===== src/design/llt_pkg.sv =====
`default_nettype none
// ----------------------------------------------------------------------------
// llt_pkg
// Shared types and constants of the laser line triangulation core.
// ----------------------------------------------------------------------------
package llt_pkg;

   localparam int unsigned PIX_W       = 8;
   localparam int unsigned COL_W       = 12;
   localparam int unsigned DIM_W       = 13;
   localparam int unsigned FIX_W       = 32;
   localparam int unsigned PHYS_W      = 31;
   localparam int unsigned FRAC_BITS   = 16;
   localparam int unsigned MAX_DIM     = 4096;
   localparam int unsigned DIV_W       = 64;
   localparam int unsigned QUEUE_DEPTH = 4;
   localparam int unsigned ADDR_W      = 5;
   localparam logic [PIX_W-1:0] HIT_LEVEL = 8'd255;

   typedef enum logic [2:0] {
      REG_IMAGE_WIDTH    = 3'd0,
      REG_IMAGE_HEIGHT   = 3'd1,
      REG_COT_ANGLE      = 3'd2,
      REG_BASELINE       = 3'd3,
      REG_FOCAL_DISTANCE = 3'd4,
      REG_SENSOR_WIDTH   = 3'd5,
      REG_SENSOR_HEIGHT  = 3'd6
   } reg_index_type;

   typedef struct packed {
      logic [DIM_W-1:0]        image_width;
      logic [DIM_W-1:0]        image_height;
      logic signed [FIX_W-1:0] cot_angle;
      logic [PHYS_W-1:0]       baseline;
      logic [PHYS_W-1:0]       focal_distance;
      logic [PHYS_W-1:0]       sensor_width;
      logic [PHYS_W-1:0]       sensor_height;
   } cfg_type;

   typedef struct packed {
      logic [COL_W-1:0] column;
      logic [COL_W-1:0] row;
   } hit_type;

   typedef struct packed {
      logic idle;
      logic finishing;
   } back_stat_type;

endpackage
`default_nettype wire


===== src/design/llt_front.sv =====
`default_nettype none
// ----------------------------------------------------------------------------
// llt_front
// Accept pixels, keep laser hits in a short queue, drop all others.
// ----------------------------------------------------------------------------
module llt_front (
   input  wire logic                     clock,
   input  wire logic                     reset,
   input  wire logic                     push,
   output logic                          full,
   input  wire logic [llt_pkg::PIX_W-1:0] pixel,
   input  wire logic [llt_pkg::COL_W-1:0] column,
   input  wire logic [llt_pkg::COL_W-1:0] row,
   input  wire logic                     q_pop,
   output logic                          q_valid,
   output llt_pkg::hit_type              q_entry
);
   import llt_pkg::*;

   localparam int unsigned PTR_W = $clog2(QUEUE_DEPTH);
   localparam int unsigned CNT_W = $clog2(QUEUE_DEPTH + 1);

   hit_type            mem_ff [QUEUE_DEPTH];
   logic [PTR_W-1:0]   wr_ptr_ff, wr_ptr_in;
   logic [PTR_W-1:0]   rd_ptr_ff, rd_ptr_in;
   logic [CNT_W-1:0]   count_ff, count_in;
   logic               hit_push;
   logic               do_pop;

   assign full     = (count_ff == CNT_W'(QUEUE_DEPTH));
   assign q_valid  = (count_ff != '0);
   assign q_entry  = mem_ff[rd_ptr_ff];
   assign hit_push = push && !full && (pixel == HIT_LEVEL);
   assign do_pop   = q_pop && q_valid;

   always_comb begin
      wr_ptr_in = hit_push ? wr_ptr_ff + PTR_W'(1) : wr_ptr_ff;
      rd_ptr_in = do_pop ? rd_ptr_ff + PTR_W'(1) : rd_ptr_ff;
      count_in  = count_ff + CNT_W'(hit_push) - CNT_W'(do_pop);
   end

   always_ff @(posedge clock) begin
      if (reset) begin
         wr_ptr_ff <= '0;
         rd_ptr_ff <= '0;
         count_ff  <= '0;
      end else begin
         wr_ptr_ff <= wr_ptr_in;
         rd_ptr_ff <= rd_ptr_in;
         count_ff  <= count_in;
      end
   end

   always_ff @(posedge clock) begin
      if (hit_push) begin
         mem_ff[wr_ptr_ff] <= '{column: column, row: row};
      end
   end

endmodule
`default_nettype wire


===== config.mk =====
export PLATFORM = sky130hd
export DESIGN_NAME = llt_front
export DESIGN_NICKNAME = d
export VERILOG_FILES = /design/src/design/llt_pkg.sv /design/src/design/llt_front.sv
export SDC_FILE = /design/constraint.sdc
export NUM_CORES = 1
export LEC_CHECK = 0
export BUFFER_PORTS_ARGS = -buffer_cell sky130_fd_sc_hd__buf_2
export CAP_MARGIN = 20
export CORE_UTILIZATION = 45
export DETAILED_ROUTE_END_ITERATION = 7
export PLACE_DENSITY = 0.67
export SYNTH_ARGS = -nofsm -noshare
export SYNTH_HDL_FRONTEND = slang
export SYNTH_SLANG_ARGS = --single-unit

===== constraint.sdc =====
create_clock -name clock -period 2.2 [get_ports clock]
set_clock_uncertainty 0.05 [all_clocks]
set_input_delay 0.33 -clock clock [delete_from_list [all_inputs] [get_ports clock]]
set_output_delay 0.33 -clock clock [all_outputs]
set_load 0.02 [all_outputs]

==> impl_metrics.py, run 1 <==
metrics = {
    "synth": {
        "syn_inst": 177,
        "synth_nets": 220,
        "synth_area_per_cell_um2": 22.4,
        "synth-seq-area-share_pct": 77.3,
        "ys_warn_count": 0,
        "syn_area_um2": 3960,
        "ys_types": 27,
        "ys_ff_latch": 105,
    },
    "clock_tree": {
        "clock_latency_ns": 0.36,
        "cts.clk_slew.worst_paths_ns": 0.10,
        "clkSinkCount": 105,
        "cts_resized": 0,
        "htreeDepth": 3,
        "numCtsBuffers": 9,
        "clockBufferDepth": 2,
        "cts_setup_buffers": 0,
        "cts_root_buffer": "clkbuf_8",
        "postCtsHoldBufs": 0,
        "cts_tree": "built",
    },
    "layout": {
        "final_common_cell": "edfxtp_1",
        "drive_above_1_share_pct": 46.7,
        "final_area_um2": 4710,
        "diodes": 0,
        "nets": 297,
        "area_delta_synth_final_pct": 18.9,
        "num-fill-cells": 641,
        "layout_common_cells": "edfxtp_1 (96), buf_2 (61), mux4_2 (24), clkbuf_8 (9), buf_4 (9)",
        "seqCellArea_um2": 3070,
        "multi_input_area_um2": 855,
        "finish.utilization_pct": 56.2,
    },
    "placement": {
        "globalplace.congestion": 0.682,
        "portBuffers": 61,
        "hpwl_mm": 4.15,
        "dpl_cell_area_um2": 4500,
    },
    "timing": {
        "rsz0062_at_grt": "true",
        "setup_viol": 0,
        "worst_pin_slew_ns": 0.414,
        "slew_violations": 0,
        "hold_ws_ns": 0.127,
        "max_freq_mhz": 468,
        "fin_crit_ns": 2.14,
        "setup_tns_ns": 0,
        "max_slew_margin_pct": 72.1,
        "hold_violations": 0,
        "fin_crit_sh_pct": 97.2,
    },
    "global_routing": {
        "grt.total_usage_pct": 14.9,
        "grt_pass1_vias": 1903,
        "grt_pass1_wl_mm": 9.61,
        "met2_usage_pct": 24.5,
        "top_usage_layer": "met2",
        "use_met1_pct": 18.9,
        "antenna_found_initial": 0,
        "grt_max_degree": 25,
        "met3_usage_pct": 3.79,
        "grt_overflow": 0,
    },
    "worst_setup_path": {
        "endpoint_kind": "flop",
        "cpPeakStageDelay_ns": 0.36,
        "critPathLaunchType": "flop",
        "path_common_cell": "inv_1",
        "slowest_stage": "dfxtp_2",
        "worstPathMaxFanout": 5,
        "cp_cell_sequence": "nor3b_4 -> nor4_4 -> inv_1 -> ha_1 -> inv_1 -> ha_1 -> inv_1 -> fa_2 -> xor2_1 -> and2_1 -> nor3_1",
        "path_buf_inv": 3,
        "arrival_ns": 2.37,
        "path_delay_family": "adder cells",
        "critPathRequiredTime_ns": 2.44,
        "critPathKind": "reg2reg",
    },
    "drt": {
        "routedWlPerCell_um": 17.3,
        "drtIter0Drc": 50,
        "vias": 1848,
        "wl_mm": 6.29,
        "remaining_drc_errors": 0,
        "drt_first_pass_iters": 4,
        "ant_nets": 0,
        "vias_per_cell": 5.08,
    },
    "die": {
        "core-area_um2": 8380,
        "rows": 33,
        "initial_core_util_pct": 47.2,
        "die-area_um2": 9180,
        "die_w_um": 95.8,
        "fp.dieH_um": 95.8,
        "io-pin-count": 62,
    },
    "power_and_ir_drop": {
        "leakagePower_uw": 0.00161,
        "power_density_nw_per_um2": 962,
        "p_total_uw": 4530,
        "peakVddDrop_mv": 0.445,
    },
    "run_status": {
        "outcome": "complete, no violations",
    },
    "worst_hold_path": {
        "hold_path.class": "in2reg",
    },
    "run": {
        "drv_cap": 0,
    },
}
[layer usage]
layer	wire length [um]	vias up
met5	0	-
met2	3120	48
met4	119	0
li1	-	870
met1	2830	918
met3	219	12
[cells in the mapped netlist (all sizes together)]
master	n	share of area, %
edfxtp	96	73
fa	1	0.51
nor3b	1	0.32
and2	5	0.79
nand3	1	0.13
xor2	2	0.44
nor3	1	0.13
mux2	1	0.38
xnor2	1	0.22
mux4	24	14
mux2i	1	0.25
nand2b	2	0.32
nor4	1	0.54
inv	5	0.47
clkbuf	1	0.095
nand4	1	0.16
o311ai	1	0.22
buf	6	0.85
nor2b	1	0.16
nor2	7	0.66
or3	1	0.16
o31a	1	0.22
nand2	1	0.095
dfxtp	9	4.5
ha	6	1.9
[cell type report]
type	instances	area share, %
clock buffer	9	2.63
sequential	105	65.2
clock inverter	7	1.67
timing repair buffer	73	9.19
inverter	5	0.399
tap	105	2.79
multi-input combinational	60	18.2
[report_power, final]
part           internal (uW)  switching, uW  leakage, uW
clock                    538            659    0.0000994
sequential              2230           51.9     0.000937
combinational            498            558     0.000574
[kinds of logic after synthesis]
group,synth area share [%]
flip-flops,77.3
multiplexers,14.3
AND/OR/NAND/NOR,3.44
buffers and inverters,1.42
adder cells (fa/ha/maj),2.40
XOR/XNOR,0.664
AO/OA/AOI/OAI,0.442
[final timing paths]
check | start | to | slack [ns] | cells past startpoint
min | column[0] | mem_ff[2][12] | 0.13 | 1
min reg2reg | rd_ptr_ff[1] | rd_ptr_ff[1] | 0.50 | 2
max reg2reg | count_ff[2] | count_ff[2] | 0.06 | 11
max | count_ff[2] | count_ff[2] | 0.06 | 11
[metrics by stage]
step | instances | setup slack [ns]
global placement | 348 | 0.00260
CTS | 364 | 0.0264
floorplan | 177 | -0.0173
global route | 364 | -0.0980
detailed placement | 348 | -0.0994
finish | 364 | 0.0624
[worst register-to-register path, delay by kind of cell (launching register included)]
| family | cells | cell delay (ns) |
|---|---|---|
| adders and majority gates | 3 | 0.73 |
| xor gates and xnor gates | 1 | 0.15 |
| and+or+nand+nor | 4 | 0.58 |
| DFF | 1 | 0.36 |
| buffers and inverters | 3 | 0.19 |
[state kept, by name, indices dropped and copies added, names as in the netlist, named ones only]
signal and cells:
mem_ff 96, rd_ptr_ff 2, wr_ptr_ff 2, count_ff 3
(Power assumes the default switching activity.)
==> inputs of run 2 (changes only) <==
--- a/config.mk
+++ b/config.mk
@@ -9,4 +9,5 @@
 export CAP_MARGIN = 20
 export CORE_UTILIZATION = 45
+export CTS_CLUSTER_DIAMETER = 200
 export DETAILED_ROUTE_END_ITERATION = 7
 export PLACE_DENSITY = 0.67
==> constraint.sdc (replaced) <==
create_clock -name clock -period 2.2 [get_ports clock]
set_clock_uncertainty 0.05 [all_clocks]
set_input_delay 0.44 -clock clock [delete_from_list [all_inputs] [get_ports clock]]
set_output_delay 0.44 -clock clock [all_outputs]
set_load 0.02 [all_outputs]
==> run 2 against run 1 <==
Against the previous run: maximum frequency is 0.25% lower; clock-buffer cell count rose by 2; sequential share of layout area is 0.51 points higher; die area did not move; via count rose by 1.4%; sequential power hardly changed; highest routed layer unchanged.
==> impl_metrics.py, run 2 (synthesis gave the netlist of run 1 again) <==
metrics = {
    "clock_tree": {
        "postCtsHoldBufs": 0,
        "clkSinkCount": 105,
        "numCtsBuffers": 9,
        "clock_latency_ns": 0.36,
        "clockBufferDepth": 2,
        "htreeDepth": 3,
        "cts_setup_buffers": 0,
        "cts.clk_slew.worst_paths_ns": 0.09,
        "cts_tree": "built",
        "cts_root_buffer": "clkbuf_8",
    },
    "timing": {
        "rsz0062_at_grt": "true",
        "max_slew_margin_pct": 75.1,
        "fin_crit_sh_pct": 97.4,
        "max_freq_mhz": 467,
        "hold_violations": 0,
        "hold_ws_ns": 0.239,
        "worst_pin_slew_ns": 0.369,
        "slew_violations": 0,
        "fin_crit_ns": 2.14,
        "setup_viol": 0,
        "setup_tns_ns": 0,
        "final.setup.worst_slack_ns": 0.0571,
    },
    "worst_setup_path": {
        "critPathRequiredTime_ns": 1.71,
        "endpoint_kind": "output pin",
        "critPathKind": "reg2out",
        "arrival_ns": 1.65,
        "critPathLaunchType": "flop",
        "worstPathMaxFanout": 10,
    },
    "power_and_ir_drop": {
        "leakagePower_uw": 0.00159,
        "peakVddDrop_mv": 0.474,
        "power_density_nw_per_um2": 952,
    },
    "layout": {
        "finish.utilization_pct": 55.7,
        "largest_register_ffs": 96,
        "nets": 297,
        "drive_above_1_share_pct": 45.9,
        "diodes": 0,
        "final_common_cell": "edfxtp_1",
        "area_delta_synth_final_pct": 18.0,
        "top_register": "mem_ff",
        "layout_common_cells": "edfxtp_1 (96), buf_2 (61), mux4_2 (24), buf_4 (10), clkbuf_8 (9)",
        "reg.largest.list": "mem_ff (96), count_ff (3)",
    },
    "global_routing": {
        "grt_max_degree": 25,
        "antenna_found_initial": 0,
        "grt.total_usage_pct": 15.8,
        "grt_pass1_vias": 1965,
        "grt_pass1_wl_mm": 10.0,
        "grt_overflow": 0,
    },
    "die": {
        "io-pin-count": 62,
        "initial_core_util_pct": 47.2,
        "die_w_um": 95.8,
        "die-area_um2": 9180,
        "core-area_um2": 8380,
        "rows": 33,
        "fp.dieH_um": 95.8,
    },
    "drt": {
        "drtIter0Drc": 49,
        "drt_first_pass_iters": 4,
        "remaining_drc_errors": 0,
        "vias": 1873,
        "ant_nets": 0,
        "vias_per_cell": 5.15,
        "wl_mm": 6.38,
        "routedWlPerCell_um": 17.5,
    },
    "placement": {
        "pre_cts_ws_ns": -0.183,
        "globalplace.congestion": 0.642,
        "portBuffers": 61,
        "hpwl_mm": 4.28,
    },
    "run_status": {
        "outcome": "complete, no violations",
    },
    "worst_hold_path": {
        "hold_path.class": "in2reg",
    },
    "run": {
        "drv_cap": 0,
    },
}
==> run 2: cell types whose count changed in the layout (fill, tap and decap cells not counted) <==
cell | previous run | this run
clkinvlp_4 | 1 | 3
buf_12 | 3 | 1
clkinv_4 | 2 | 0
inv_6 | 1 | 0
buf_4 | 9 | 10
clkbuf_1 | 0 | 2
inv_8 | 1 | 0
buf_6 | 0 | 1
==> run 2: critical path, stage by stage (launching register included) <==
cell and delay (ns):
dfxtp_2 0.34, buf_4 0.24, mux4_2 0.54, buf_2 0.17
==> run 2: power breakdown <==
group          switching (uW)  internal [uW]  total [uW]
clock network             593            523        1120
logic                     555            500        1060
registers                53.5           2230        2280
total                    1200           3250        4450
==> run 2: final cells by class <==
cell class | count | area (um^2)
Multi-Input combinational cell | 60 | 855
Clock inverter | 5 | 56.3
Timing Repair Buffer | 73 | 412
Fill cell | 651 | 3710
Sequential cell | 105 | 3070
Tap cell | 105 | 131
Clock buffer | 11 | 131
Inverter | 5 | 18.8
==> run 2: per-layer routing <==
metal | track usage, % | part of all wire (%)
met3 | 3.24 | 4.6
met1 | 19.0 | 41
met5 | 0 | 0
met4 | 9.58 | 2.8
met2 | 26.3 | 52
==> run 2: metrics by stage <==
step / std cells / power, uW / cell area [um^2]
2_1_floorplan: 177 / 3090 / 3970
3_3_place_gp: 348 / 3370 / 4470
3_5_place_dp: 348 / 3380 / 4470
4_1_cts: 364 / 4490 / 4660
5_1_grt: 364 / 4670 / 4670
6_report: 364 / 4450 / 4670
==> run 2: timing repair <==
action	in CTS	in global routing
cloned	0	0
endpoints found under the setup margin	15	23
gates resized for setup	2	3
==> run 2: worst paths after layout <==
kind,slack (ns),depth (start not counted),endpoint,startpoint
setup reg to reg,0.07,9,count_ff[2],count_ff[1]
hold / removal,0.24,1,mem_ff[3][17],column[5]
setup / recovery,0.06,3,q_entry[16],flop
hold reg to reg,0.47,2,wr_ptr_ff[1],wr_ptr_ff[1]
